<file path="src/design/arla_pkg.sv">
`default_nettype none

package arla_pkg;

    localparam int LINE_BUF_DEF = 6;

    localparam int DIGIT_W     = 17;
    localparam int SUM_W       = 31;
    localparam int CNT_W       = 16;
    localparam int QUEUE_DEPTH = 4;
    localparam int QPTR_W      = $clog2(QUEUE_DEPTH);

    localparam logic [DIGIT_W-1:0] DIGIT_MAX = '1;
    localparam logic [SUM_W-1:0]   SUM_MAX   = '1;
    localparam logic [CNT_W-1:0]   CNT_MAX   = '1;

    localparam logic [1:0] CMD_BYTE  = 2'd0;
    localparam logic [1:0] CMD_RXERR = 2'd1;
    localparam logic [1:0] CMD_POLL  = 2'd2;

    localparam logic [7:0] CHAR_START = 8'h52;
    localparam logic [7:0] CHAR_CR    = 8'h0D;
    localparam logic [7:0] CHAR_ZERO  = 8'h30;
    localparam logic [7:0] CHAR_NINE  = 8'h39;

    typedef enum logic [1:0] {
        K_DIGIT,
        K_CR,
        K_CLEAR,
        K_POLL
    } t_kind;

    typedef struct packed {
        t_kind      kind;
        logic [3:0] digit;
    } t_op;

    typedef struct packed {
        logic             done;
        logic [CNT_W-1:0] quot;
    } t_div_res;

endpackage

`default_nettype wire

</file>
<file path="src/design/arla_front.sv">
`default_nettype none

module arla_front import arla_pkg::*; (
    input  wire logic       i_clk,
    input  wire logic       i_rst_n,
    input  wire logic       i_in_valid,
    output logic            o_in_ready,
    input  wire logic [1:0] i_cmd,
    input  wire logic [7:0] i_byte,
    output logic            o_q_valid,
    output t_op             o_q_op,
    input  wire logic       i_q_pop
);

    logic              w_keep;
    t_op               w_op;
    logic              w_push;
    t_op               r_mem [QUEUE_DEPTH];
    logic [QPTR_W-1:0] r_wr_ptr;
    logic [QPTR_W-1:0] r_rd_ptr;
    logic [QPTR_W:0]   r_fill;
    logic [QPTR_W:0]   n_fill;

    // classify: drop ignored bytes and unused commands here
    always_comb begin
        w_keep     = 1'b0;
        w_op.kind  = K_CLEAR;
        w_op.digit = i_byte[3:0];
        unique case (i_cmd)
            CMD_BYTE: begin
                if (i_byte == CHAR_START) begin
                    w_keep    = 1'b1;
                    w_op.kind = K_CLEAR;
                end else if (i_byte == CHAR_CR) begin
                    w_keep    = 1'b1;
                    w_op.kind = K_CR;
                end else if (i_byte >= CHAR_ZERO && i_byte <= CHAR_NINE) begin
                    w_keep    = 1'b1;
                    w_op.kind = K_DIGIT;
                end
            end
            CMD_RXERR: begin
                w_keep    = 1'b1;
                w_op.kind = K_CLEAR;
            end
            CMD_POLL: begin
                w_keep    = 1'b1;
                w_op.kind = K_POLL;
            end
            default: begin
                w_keep = 1'b0;
            end
        endcase
    end

    assign o_in_ready = (r_fill != (QPTR_W+1)'(QUEUE_DEPTH));
    assign w_push     = i_in_valid && o_in_ready && w_keep;
    assign o_q_valid  = (r_fill != '0);
    assign o_q_op     = r_mem[r_rd_ptr];

    always_comb begin
        n_fill = r_fill;
        if (w_push && !i_q_pop) begin
            n_fill = r_fill + 1'b1;
        end else if (!w_push && i_q_pop) begin
            n_fill = r_fill - 1'b1;
        end
    end

    always_ff @(posedge i_clk) begin
        if (w_push) begin
            r_mem[r_wr_ptr] <= w_op;
        end
    end

    always_ff @(posedge i_clk) begin
        if (!i_rst_n) begin
            r_wr_ptr <= '0;
            r_rd_ptr <= '0;
            r_fill   <= '0;
        end else begin
            r_fill <= n_fill;
            if (w_push) begin
                r_wr_ptr <= r_wr_ptr + 1'b1;
            end
            if (i_q_pop) begin
                r_rd_ptr <= r_rd_ptr + 1'b1;
            end
        end
    end

endmodule

`default_nettype wire

</file>
<file path="src/design/arla_div.sv">
`default_nettype none

module arla_div import arla_pkg::*; (
    input  wire logic             i_clk,
    input  wire logic             i_rst_n,
    input  wire logic             i_start,
    input  wire logic [SUM_W-1:0] i_num,
    input  wire logic [CNT_W-1:0] i_den,
    output t_div_res              o_res
);

    localparam int STEP_W = $clog2(SUM_W + 1);

    logic              r_busy;
    logic              r_done;
    logic [STEP_W-1:0] r_cnt;
    logic [SUM_W-1:0]  r_num;
    logic [CNT_W-1:0]  r_den;
    logic [CNT_W-1:0]  r_rem;
    logic [CNT_W-1:0]  r_quot;
    logic [CNT_W:0]    w_trial;
    logic [CNT_W:0]    w_diff;
    logic              w_ge;

    assign w_trial = {r_rem, r_num[SUM_W-1]};
    assign w_ge    = (w_trial >= {1'b0, r_den});
    assign w_diff  = w_trial - {1'b0, r_den};

    assign o_res.done = r_done;
    assign o_res.quot = r_quot;

    always_ff @(posedge i_clk) begin
        if (!i_rst_n) begin
            r_busy <= 1'b0;
            r_done <= 1'b0;
            r_cnt  <= '0;
        end else begin
            r_done <= r_busy && (r_cnt == STEP_W'(1));
            if (i_start) begin
                r_busy <= 1'b1;
                r_cnt  <= STEP_W'(SUM_W);
                r_num  <= i_num;
                r_den  <= i_den;
                r_rem  <= '0;
                r_quot <= '0;
            end else if (r_busy) begin
                r_num  <= {r_num[SUM_W-2:0], 1'b0};
                r_rem  <= w_ge ? w_diff[CNT_W-1:0] : w_trial[CNT_W-1:0];
                r_quot <= {r_quot[CNT_W-2:0], w_ge};
                r_cnt  <= r_cnt - 1'b1;
                if (r_cnt == STEP_W'(1)) begin
                    r_busy <= 1'b0;
                end
            end
        end
    end

endmodule

`default_nettype wire

</file>
<file path="src/design/arla_back.sv">
`default_nettype none

module arla_back import arla_pkg::*; #(
    parameter int LINE_BUF = LINE_BUF_DEF
) (
    input  wire logic        i_clk,
    input  wire logic        i_rst_n,
    input  wire logic        i_q_valid,
    input  wire t_op         i_q_op,
    output logic             o_q_pop,
    output logic             o_m_valid,
    input  wire logic        i_m_ready,
    output logic             o_m_flag,
    output logic [CNT_W-1:0] o_m_data
);

    localparam int DCNT_W = $clog2(LINE_BUF + 1);
    localparam int DMUL_W = DIGIT_W + 4;

    typedef enum logic [1:0] {
        ST_IDLE = 2'b01,
        ST_DIV  = 2'b10
    } t_state;

    t_state             r_state,  n_state;
    logic [DIGIT_W-1:0] r_digit_value, n_digit_value;
    logic [DCNT_W-1:0]  r_digit_count, n_digit_count;
    logic [SUM_W-1:0]   r_line_sum,    n_line_sum;
    logic [CNT_W-1:0]   r_line_count,  n_line_count;
    logic               r_m_valid,     n_m_valid;
    logic               r_m_flag,      n_m_flag;
    logic [CNT_W-1:0]   r_m_data,      n_m_data;

    logic               w_out_free;
    logic               w_pop;
    logic               w_div_start;
    logic [DMUL_W-1:0]  w_dv_ext;
    logic [DMUL_W-1:0]  w_dv_mul;
    logic [DIGIT_W-1:0] w_dv_sat;
    logic [DCNT_W-1:0]  w_dc_inc;
    logic [SUM_W:0]     w_sum_add;
    t_div_res           w_div;

    assign w_out_free  = !r_m_valid || i_m_ready;
    assign w_pop       = (r_state == ST_IDLE) && i_q_valid
                         && ((i_q_op.kind != K_POLL) || w_out_free);
    assign w_div_start = w_pop && (i_q_op.kind == K_POLL) && (r_line_count != '0);
    assign o_q_pop     = w_pop;

    assign w_dv_ext  = {4'b0, r_digit_value};
    assign w_dv_mul  = (w_dv_ext << 3) + (w_dv_ext << 1) + {{(DMUL_W-4){1'b0}}, i_q_op.digit};
    assign w_dv_sat  = (w_dv_mul > {4'b0, DIGIT_MAX}) ? DIGIT_MAX : w_dv_mul[DIGIT_W-1:0];
    assign w_dc_inc  = r_digit_count + 1'b1;
    assign w_sum_add = {1'b0, r_line_sum}
                       + {{(SUM_W+1-DIGIT_W){1'b0}}, r_digit_value};

    arla_div u_div (
        .i_clk   (i_clk),
        .i_rst_n (i_rst_n),
        .i_start (w_div_start),
        .i_num   (r_line_sum),
        .i_den   (r_line_count),
        .o_res   (w_div)
    );

    always_comb begin
        n_state       = r_state;
        n_digit_value = r_digit_value;
        n_digit_count = r_digit_count;
        n_line_sum    = r_line_sum;
        n_line_count  = r_line_count;
        n_m_valid     = r_m_valid && !i_m_ready;
        n_m_flag      = r_m_flag;
        n_m_data      = r_m_data;
        unique case (r_state)
            ST_IDLE: begin
                if (w_pop) begin
                    unique case (i_q_op.kind)
                        K_DIGIT: begin
                            if (w_dc_inc == DCNT_W'(LINE_BUF)) begin
                                n_digit_value = '0;
                                n_digit_count = '0;
                            end else begin
                                n_digit_value = w_dv_sat;
                                n_digit_count = w_dc_inc;
                            end
                        end
                        K_CR: begin
                            n_line_sum    = w_sum_add[SUM_W] ? SUM_MAX : w_sum_add[SUM_W-1:0];
                            n_line_count  = (r_line_count == CNT_MAX) ? CNT_MAX
                                            : r_line_count + 1'b1;
                            n_digit_value = '0;
                            n_digit_count = '0;
                        end
                        K_CLEAR: begin
                            n_digit_value = '0;
                            n_digit_count = '0;
                        end
                        K_POLL: begin
                            n_line_sum   = '0;
                            n_line_count = '0;
                            if (r_line_count == '0) begin
                                n_m_valid = 1'b1;
                                n_m_flag  = 1'b0;
                                n_m_data  = '0;
                            end else begin
                                n_state = ST_DIV;
                            end
                        end
                        default: begin
                            n_digit_value = r_digit_value;
                        end
                    endcase
                end
            end
            ST_DIV: begin
                if (w_div.done) begin
                    n_m_valid = 1'b1;
                    n_m_flag  = 1'b1;
                    n_m_data  = w_div.quot;
                    n_state   = ST_IDLE;
                end
            end
            default: begin
                n_state = ST_IDLE;
            end
        endcase
    end

    always_ff @(posedge i_clk) begin
        if (!i_rst_n) begin
            r_state       <= ST_IDLE;
            r_digit_value <= '0;
            r_digit_count <= '0;
            r_line_sum    <= '0;
            r_line_count  <= '0;
            r_m_valid     <= 1'b0;
        end else begin
            r_state       <= n_state;
            r_digit_value <= n_digit_value;
            r_digit_count <= n_digit_count;
            r_line_sum    <= n_line_sum;
            r_line_count  <= n_line_count;
            r_m_valid     <= n_m_valid;
        end
    end

    always_ff @(posedge i_clk) begin
        r_m_flag <= n_m_flag;
        r_m_data <= n_m_data;
    end

    assign o_m_valid = r_m_valid;
    assign o_m_flag  = r_m_flag;
    assign o_m_data  = r_m_data;

`ifndef SYNTHESIS
    a_div_out_empty: assert property (@(posedge i_clk) disable iff (!i_rst_n)
        (r_state == ST_DIV) |-> !r_m_valid)
        else $error("result register busy during division");

    a_done_in_div: assert property (@(posedge i_clk) disable iff (!i_rst_n)
        w_div.done |-> (r_state == ST_DIV))
        else $error("divider finished outside division state");

    a_digit_bound: assert property (@(posedge i_clk) disable iff (!i_rst_n)
        r_digit_count < DCNT_W'(LINE_BUF))
        else $error("digit count reached line buffer size");

    a_empty_poll: assert property (@(posedge i_clk) disable iff (!i_rst_n)
        (w_pop && (i_q_op.kind == K_POLL) && (r_line_count == '0))
        |=> (r_m_valid && !r_m_flag && (r_m_data == '0)))
        else $error("poll with no lines gave wrong result");
`endif

endmodule

`default_nettype wire

</file>
<file path="src/design/ascii_range_line_averager_top.sv">
// channel   | dir | tdata                   | tuser              | tlast
// ----------+-----+-------------------------+--------------------+------
// s_axis    | in  | [7:0] byte_value        | [1:0] command      | -
// m_axis    | out | [15:0] avg_range        | [0] reading_valid  | -
//
// Kept bytes and receive errors are taken by the back part; drop the rest at the front.
// Poll with completed lines: handled in the back part by the 31-step restoring divider.
// Four-entry queue sits between classifier and back part; s_axis_tready drops when full.
// Synchronous active-low reset clears all line state and the queue.
// A held result on m_axis blocks the queue only while a poll is at its head; other transfers keep flowing.
`default_nettype none

module ascii_range_line_averager_top import arla_pkg::*; #(
    parameter int LINE_BUF = LINE_BUF_DEF
) (
    input  wire logic        i_clk,
    input  wire logic        i_rst_n,
    input  wire logic        s_axis_tvalid,
    output logic             s_axis_tready,
    input  wire logic [7:0]  s_axis_tdata,   // [7:0] byte_value
    input  wire logic [1:0]  s_axis_tuser,   // [1:0] command
    output logic             m_axis_tvalid,
    input  wire logic        m_axis_tready,
    output logic [15:0]      m_axis_tdata,   // [15:0] avg_range
    output logic             m_axis_tuser    // [0] reading_valid
);

    logic w_q_valid;
    t_op  w_q_op;
    logic w_q_pop;

    arla_front u_front (
        .i_clk      (i_clk),
        .i_rst_n    (i_rst_n),
        .i_in_valid (s_axis_tvalid),
        .o_in_ready (s_axis_tready),
        .i_cmd      (s_axis_tuser),
        .i_byte     (s_axis_tdata),
        .o_q_valid  (w_q_valid),
        .o_q_op     (w_q_op),
        .i_q_pop    (w_q_pop)
    );

    arla_back #(
        .LINE_BUF (LINE_BUF)
    ) u_back (
        .i_clk     (i_clk),
        .i_rst_n   (i_rst_n),
        .i_q_valid (w_q_valid),
        .i_q_op    (w_q_op),
        .o_q_pop   (w_q_pop),
        .o_m_valid (m_axis_tvalid),
        .i_m_ready (m_axis_tready),
        .o_m_flag  (m_axis_tuser),
        .o_m_data  (m_axis_tdata)
    );

endmodule

`default_nettype wire
</file>
<file path="config.mk">
export PLATFORM = sky130hd
export DESIGN_NAME = ascii_range_line_averager_top
export DESIGN_NICKNAME = d
export VERILOG_FILES = /design/src/design/arla_pkg.sv /design/src/design/arla_front.sv /design/src/design/arla_div.sv /design/src/design/arla_back.sv /design/src/design/ascii_range_line_averager_top.sv
export SDC_FILE = /design/constraint.sdc
export NUM_CORES = 1
export LEC_CHECK = 0
export BUFFER_PORTS_ARGS = -buffer_cell sky130_fd_sc_hd__buf_2
export CORE_ASPECT_RATIO = 1.2
export CORE_MARGIN = 5
export CORE_UTILIZATION = 50
export CTS_CLUSTER_SIZE = 20
export DETAILED_ROUTE_END_ITERATION = 6
export GPL_TIMING_DRIVEN = 0
export PLACE_DENSITY = 0.75
export SLEW_MARGIN = 20
export SYNTH_ARGS = -nofsm -noshare
export SYNTH_HDL_FRONTEND = slang
export SYNTH_SLANG_ARGS = --single-unit
</file>
<file path="constraint.sdc">
create_clock -name i_clk -period 11 [get_ports i_clk]
set_input_delay 1.65 -clock i_clk [delete_from_list [all_inputs] [get_ports i_clk]]
set_output_delay 1.65 -clock i_clk [all_outputs]
set_load 0.1 [all_outputs]
</file>
==> impl_metrics.yaml, run 1 <==
status:
  status: "complete, no violations"
detailed_routing:
  drc: 0
  via_count: 8489
  drtIter0Drc: 480
  wirelength_um: 23190
  first_pass_iters: 5
  drt-wirelength-per-cell_um: 15.33
  antenna_left: 0
  viasPerCell: 5.611
worst_hold_path:
  hold_class: "reg2reg"
  min_to: "u_back.r_line_sum[13]"
  hold_start: "u_back.r_line_sum[13]"
  worstHoldPathCells: 2
sta:
  period_share_pct: 42.81
  fmax_mhz: 212.4
  rsz0062_at_grt: "false"
  report.final.slew_viol_count: 0
  setup_viol: 0
  skew_ps: 8.948
  tns_ps: 0
  max_slew_margin_pct: 45.02
  worst_hold_slack_ps: 485.1
  setup_ws_ps: 6291
  max_slew.worst_pin.slew_ps: 823.9
  finalHoldViolCount: 0
  finalCriticalPeriod_ps: 4709
worst_setup_path:
  required_ps: 11430
  max_stage_delay_ps: 680
  path_buf_inv: 2
  critPathLaunchType: "flip-flop"
  critPathMaxFanout: 10
  rr_endpoint: "u_back.r_digit_value[15]"
  critPathSlowestCell: "o2111ai_1"
  reg2reg_depth: 14
  crit_arrival_ps: 5140
  critical_path_class: "reg2reg"
  cp_cell_sequence: "clkbuf_1 -> mux4_2 -> ha_1 -> ha_1 -> fa_1 -> a211oi_1 -> o21ai_0 -> nand3_1 -> a31oi_1 -> o21a_1 -> o2111ai_1 -> clkbuf_1 -> nor2_1 -> o21ai_0"
  crit_family: "compound AO/OA/AOI/OAI gates"
  cp-end-kind: "flip-flop"
  reg2reg_slack_ps: 6290
yosys:
  async_flop_share_pct: 0
  yosysMostFrequentCell: "nand2_1"
  yosys_warnings: 0
  synth_seq_cells: 206
  synthXorXnorAreaFrac_pct: 3.237
  synth_top_family_by_area: "simple AND/OR/NAND/NOR gates"
  ys.flop_type: "edfxtp_1"
  synthMuxAreaShare_pct: 2.598
  synth_compound_area_share_pct: 15.39
  yosysSeqAreaShare_pct: 46.86
  syn_area_um2: 11360
  postSynthCellCount: 1159
  synth-edff-count: 120
  synth_top_area_cell: "edfxtp_1"
  synth_top_cell_area_share_pct: 31.71
  synth_cell_types: 69
  synth_simple_gate_area_share_pct: 18.23
  syn-num-nets: 1261
  yosys-top-cells-count: "153 x nand2_1, 120 x edfxtp_1, 87 x nor2_1"
  yosys.area_share.adder_pct: 10.02
  yosys-top-cells-area: "edfxtp_1 32%, dfxtp_1 15%, ha_1 9.1%, nand2_1 5.1%, o21ai_0 3.1%"
  syn_area_per_cell_um2: 9.806
clock_tree:
  htreeDepth: 1
  cts_buffers: 22
  clk_pin_slew_ps: 60
  cts_resized: 0
  cts_setup_buffers: 0
  ctsLongestPathBuffers: 3
  cts.sinks: 206
  worstSkewPairLatency_ps: 500
  clockRootBuffer: "clkbuf_16"
  cts_tree: "built"
  hold_buffers: 0
layout:
  fin_cells: 1513
  area.growth.synth_to_final_pct: 12.02
  drive_gt1_share_pct: 8.995
  fill_cells: 1942
  n_antenna_cell: 0
  multi_input_area_um2: 5638
  seqCellArea_um2: 5325
  fin_nets: 1320
floorplanning:
  die-area_um2: 25860
  coreArea_um2: 22450
  rows: 60
  die_h_um: 175.2
  die_w_um: 147.6
  start_util_pct: 50.63
  ioPinCount: 33
pwr:
  total_power_mw: 2.499
  p_per_area_nw_per_um2: 196.3
  p_leak_nw: 5.243
  peakVddDrop_v: 0.0001645
place:
  post-place-cells: 1473
  dp_hpwl_um: 16820
  globalplace.congestion: 0.8746
  port_buffers: 32
  dp_slack_ps: 6277
global_route:
  grt_antenna_before_repair: 0
  grt_pass1_vias: 8303
  grt_usage_pct: 17.91
  grt_overflow_total: 0
  grt_pass1_wl_um: 39430
  grt_start_max_net_pins: 27
run:
  drv_cap: 0
kinds of logic (layout without fill, tap and decap cells):
kind of cell | after synthesis | in the layout
and+or+nand+nor | 425 | 425
AOI/OAI and AO/OA | 270 | 270
DFF | 206 | 206
buffers and inverters | 106 | 181
adders and majority gates | 88 | 88
xor gates and xnor gates | 42 | 42
muxes | 22 | 22
worst max path at each step:
stage,depth (start not counted),start,endpoint
detailed placement,14,flip-flop,u_back.r_digit_value[15]
global placement,11,flip-flop,u_back.u_div.r_num[14]
CTS,14,flip-flop,u_back.r_digit_value[15]
global route,14,flip-flop,u_back.r_digit_value[1]
floorplan,11,flip-flop,u_back.u_div.r_num[0]
finish,14,flip-flop,u_back.r_digit_value[15]
routing by layer:
metal	up-vias	share of wire, %	GRT usage (%)
met3	47	4.0	2.049
li1	4306	-	-
met1	3937	44	22.84
met2	199	50	32.01
met5	-	0	0
met4	0	2.1	5.206
report_power, final:
part / total, mW / switching [mW] / internal, mW
registers: 0.970 / 0.0498 / 0.920
clock network: 0.788 / 0.299 / 0.489
logic: 0.741 / 0.514 / 0.227
cells in the final DEF, fill, tap and decap left out, types with 5 or more instances in the layout:
| cell | synthesis | layout |
|---|---|---|
| a21oi_1 | 67 | 67 |
| nand4_1 | 7 | 7 |
| and3_1 | 20 | 20 |
| or3_1 | 6 | 6 |
| dfxtp_1 | 86 | 86 |
| mux2i_1 | 16 | 16 |
| a21boi_0 | 12 | 12 |
| a31oi_1 | 17 | 17 |
| a21o_1 | 19 | 19 |
| edfxtp_1 | 120 | 120 |
| ha_1 | 83 | 83 |
| xor2_1 | 11 | 11 |
| nand3_1 | 22 | 22 |
| o21bai_1 | 5 | 5 |
| o221a_2 | 10 | 10 |
| a211oi_1 | 11 | 11 |
| o31a_1 | 5 | 5 |
| fa_1 | 5 | 5 |
| and2_1 | 47 | 47 |
| buf_2 | 3 | 35 |
| nand2_1 | 153 | 153 |
| nor2_1 | 87 | 85 |
| inv_1 | 64 | 64 |
| clkbuf_16 | 0 | 23 |
| nor4_1 | 6 | 6 |
| nor2b_1 | 14 | 14 |
| mux4_2 | 6 | 6 |
| nor3_1 | 24 | 23 |
| o21ai_0 | 71 | 71 |
| o211ai_1 | 6 | 6 |
| o21a_1 | 14 | 14 |
| xnor2_1 | 31 | 31 |
| nand2b_1 | 7 | 7 |
| and4_1 | 7 | 7 |
| clkbuf_1 | 36 | 37 |
flip-flops by register name, indices dropped and copies added (netlist names), 2 cells and up, named ones only:
name / cells
u_back.o_m_data: 16
u_back.r_digit_count: 3
u_back.r_digit_value: 17
u_back.r_line_count: 16
u_back.r_line_sum: 31
u_back.r_state: 2
u_back.u_div.r_cnt: 5
u_back.u_div.r_den: 16
u_back.u_div.r_num: 31
u_back.u_div.r_quot: 16
u_back.u_div.r_rem: 16
u_front.r_fill: 3
u_front.r_mem: 24
u_front.r_rd_ptr: 2
u_front.r_wr_ptr: 2
stage by stage:
| stage | utilization, % | instance area (µm²) |
|---|---|---|
| final | 56.72 | 12730 |
| after floorplan | - | 11360 |
| after detailed placement | 53.20 | 11940 |
| after global routing | 56.72 | 12730 |
| after CTS | 56.71 | 12730 |
| after global placement | 52.90 | 11870 |
tightest hold or removal path, stage by stage, from the launching register on:
cell,delay [ps]
dfxtp_1,330
nand2_1,50
o21ai_0,60
cell type report:
type	instances	area share, %
Buffer	42	1.386
Clock buffer	26	4.767
Tap cell	279	2.742
Inverter	64	1.887
Clock inverter	14	1.415
Multi-Input combinational cell	847	44.28
Sequential cell	206	41.83
Timing Repair Buffer	35	1.690
Note: power is estimated with default switching activity, not from simulation.
==> inputs of run 2 (changes only) <==
- ABC_AREA: not set -> 1
- PLACE_DENSITY: 0.75 -> 0.78
- clock period: 11 -> 4.2 ns (I/O delays scaled with it)
==> run 2 against run 1 <==
  * The flow now finishes with violations (design-rule violations)
  * Wire length is 20% higher
  * Critical path type unchanged
  * Combinational power rose to 3.9 times the previous value
  * Area after synthesis grew 8.5%
  * Critical endpoint is now u_back.u_div.r_num[19]
==> impl_metrics.yaml, run 2 <==
layout:
  fin_cells: 1953
  fin_nets: 1716
  drive_gt1_share_pct: 8.845
  n_antenna_cell: 0
  area.growth.synth_to_final_pct: 10.52
  mostFrequentLayoutCells: "436 x nand2_1, 194 x inv_1, 134 x nor2_1"
  final_common_cell: "nand2_1"
  final_util_pct: 55.61
  fill_cells: 2266
  largestRegisters: "u_back.r_line_sum (31), u_back.u_div.r_num (31), u_front.r_mem (24)"
global_route:
  grt_usage_pct: 19.88
  grt_pass1_wl_um: 47130
  grt_overflow_total: 0
  grt_start_max_net_pins: 48
  grt_pass1_vias: 10260
  grt_antenna_before_repair: 0
floorplanning:
  ioPinCount: 33
  die-area_um2: 27920
  rows: 63
  die_w_um: 153.4
  die_h_um: 182.1
  start_util_pct: 50.31
  coreArea_um2: 24510
clock_tree:
  clockRootBuffer: "clkbuf_16"
  hold_buffers: 0
  clk_pin_slew_ps: 60
  cts.sinks: 206
  htreeDepth: 1
  worstSkewPairLatency_ps: 500
  cts_tree: "built"
  cts_setup_buffers: 0
  cts_buffers: 21
  ctsLongestPathBuffers: 3
yosys:
  syn_area_um2: 12330
  yosys_warnings: 0
  yosysSeqAreaShare_pct: 43.17
  postSynthCellCount: 1558
  yosys-top-cells-count: "437 x nand2_1, 194 x inv_1, 136 x nor2_1"
  synth_top_cell_area_share_pct: 29.21
  async_flop_share_pct: 0
  yosys-top-cells-area: "edfxtp_1 29%, dfxtp_1 14%, nand2_1 13%, ha_1 8.4%, inv_1 5.9%"
  syn-num-nets: 1660
  ys.flop_type: "edfxtp_1"
  synth_cell_types: 48
  syn_area_per_cell_um2: 7.917
  synth_seq_cells: 206
  synth-edff-count: 120
  yosysMostFrequentCell: "nand2_1"
  synth_top_area_cell: "edfxtp_1"
detailed_routing:
  drc: 1
  wl_met1_um: 11340
  first_pass_iters: 7
  antenna_left: 0
  via_count: 10210
  highest-signal-layer: "met4"
  dr_wl_met2_um: 14630
  wl_met3_um: 991
  viasPerCell: 5.229
  drtIter0Drc: 554
  drt-wirelength-per-cell_um: 14.20
  wirelength_um: 27740
worst_setup_path:
  critPathMaxFanout: 47
  rr_endpoint: "u_back.u_div.r_num[19]"
  crit_arrival_ps: 4020
  reg2reg_slack_ps: 350
  reg2reg_depth: 15
  critical_path_class: "reg2reg"
  critPathLaunchType: "flip-flop"
  required_ps: 4380
  cp-end-kind: "flip-flop"
pwr:
  p_per_area_nw_per_um2: 547.4
  peakVddDrop_v: 0.0003420
  p_leak_nw: 6.035
sta:
  tns_ps: 0
  finalHoldViolCount: 0
  skew_ps: 15.00
  report.final.slew_viol_count: 0
  max_slew.worst_pin.slew_ps: 823.3
  rsz0062_at_grt: "false"
  fmax_mhz: 260.0
  period_share_pct: 91.58
  max_slew_margin_pct: 45.11
  setup_viol: 0
  worst_hold_slack_ps: 386.9
  finalCriticalPeriod_ps: 3846
run:
  drv_cap: 0
status:
  status: "finished, violations left"
  violations: "design-rule violations"
worst_hold_path:
  worstHoldPathCells: 1
  hold_class: "in2reg"
  hold_start: "s_axis_tdata[0]"
  min_to: "u_front.r_mem[0][0]"
place:
  dp_hpwl_um: 20940
  globalplace.congestion: 0.9717
  port_buffers: 32
  post-place-cells: 1916
-- run 2: changes by cell type after synthesis, moves of 17 or more --
cell     previous run  this run
xor2_1             11        31
a21oi_2             0        17
a21oi_1            67       114
and2_1             47         2
nand2_1           153       437
nor2_1             87       136
nand3_1            22        75
inv_1              64       194
a21o_1             19         1
-- run 2: timing repair --
action	4_1_cts	5_1_grt
pin swaps	0	0
resized for setup	1	1
endpoints found under the setup margin	47	47
-- run 2: metal layers --
metal	track usage [%]	vias up
met5	0	-
met4	6.996	0
met3	1.803	59
met2	38.48	199
met1	22.70	4724
li1	-	5231
-- run 2: layout make-up --
class	count	area [µm²]	area share, %
Buffer	45	232.7	1.707
Inverter	199	749.5	5.498
Multi-Input combinational cell	1108	6045	44.34
Tap cell	325	406.6	2.983
Clock buffer	30	579.3	4.250
Clock inverter	7	113.9	0.8352
Timing Repair Buffer	33	180.2	1.322
Sequential cell	206	5325	39.06
-- run 2: worst max path at each step --
| stage | startpoint | to | slack [ps] | cells after the start |
|---|---|---|---|---|
| 6_report | flip-flop | u_back.u_div.r_num[19] | 350 | 15 |
| 5_1_grt | flip-flop | u_back.u_div.r_num[23] | 5 | 14 |
| 4_1_cts | flip-flop | u_back.u_div.r_num[23] | 150 | 15 |
| 3_5_place_dp | flip-flop | u_back.u_div.r_num[19] | -150 | 15 |
| 3_3_place_gp | flip-flop | u_back.u_div.r_num[17] | -1100 | 13 |
| 2_1_floorplan | flip-flop | u_back.u_div.r_num[0] | 320 | 13 |
-- run 2: where the power goes --
| part | internal, mW | switching (mW) | total [mW] | leakage (nW) |
|---|---|---|---|---|
| Combinational | 0.723 | 2.17 | 2.89 | 3.89 |
| Clock | 1.14 | 0.750 | 1.89 | 0.330 |
| Sequential | 2.53 | 0.146 | 2.68 | 1.81 |
| Total | 4.40 | 3.07 | 7.46 | 6.04 |
-- run 2: worst max-delay path, cell delays in order (launching register included) --
cell and delay [ps]:
dfxtp_1 330, inv_1 90, clkbuf_1 360, o21ai_0 130
o22ai_1 130, ha_1 320, inv_1 80, nor2_1 150
nand2_1 100, nor2_2 330, inv_2 100, buf_2 230
nor2_4 420, inv_1 140, nand2_4 260, buf_12 280
-- run 2: cells by family after synthesis --
logic type,count (synthesis),synth area share [%]
simple gates,718,24.55
compound gates,251,11.46
buf+inv,244,7.963
flops,206,43.17
fa+ha+maj,88,9.231
xor+xnor,51,3.621
-- run 2: stage by stage --
stage / total power, mW / setup WS, ps / area [µm²]
4_1_cts: 7.523 / 148.5 / 13630
6_report: 7.463 / 353.6 / 13630
3_3_place_gp: 5.549 / -1098 / 12900
5_1_grt: 7.929 / 4.560 / 13630
2_1_floorplan: 4.947 / 317.5 / 12340
3_5_place_dp: 5.616 / -145.3 / 12930
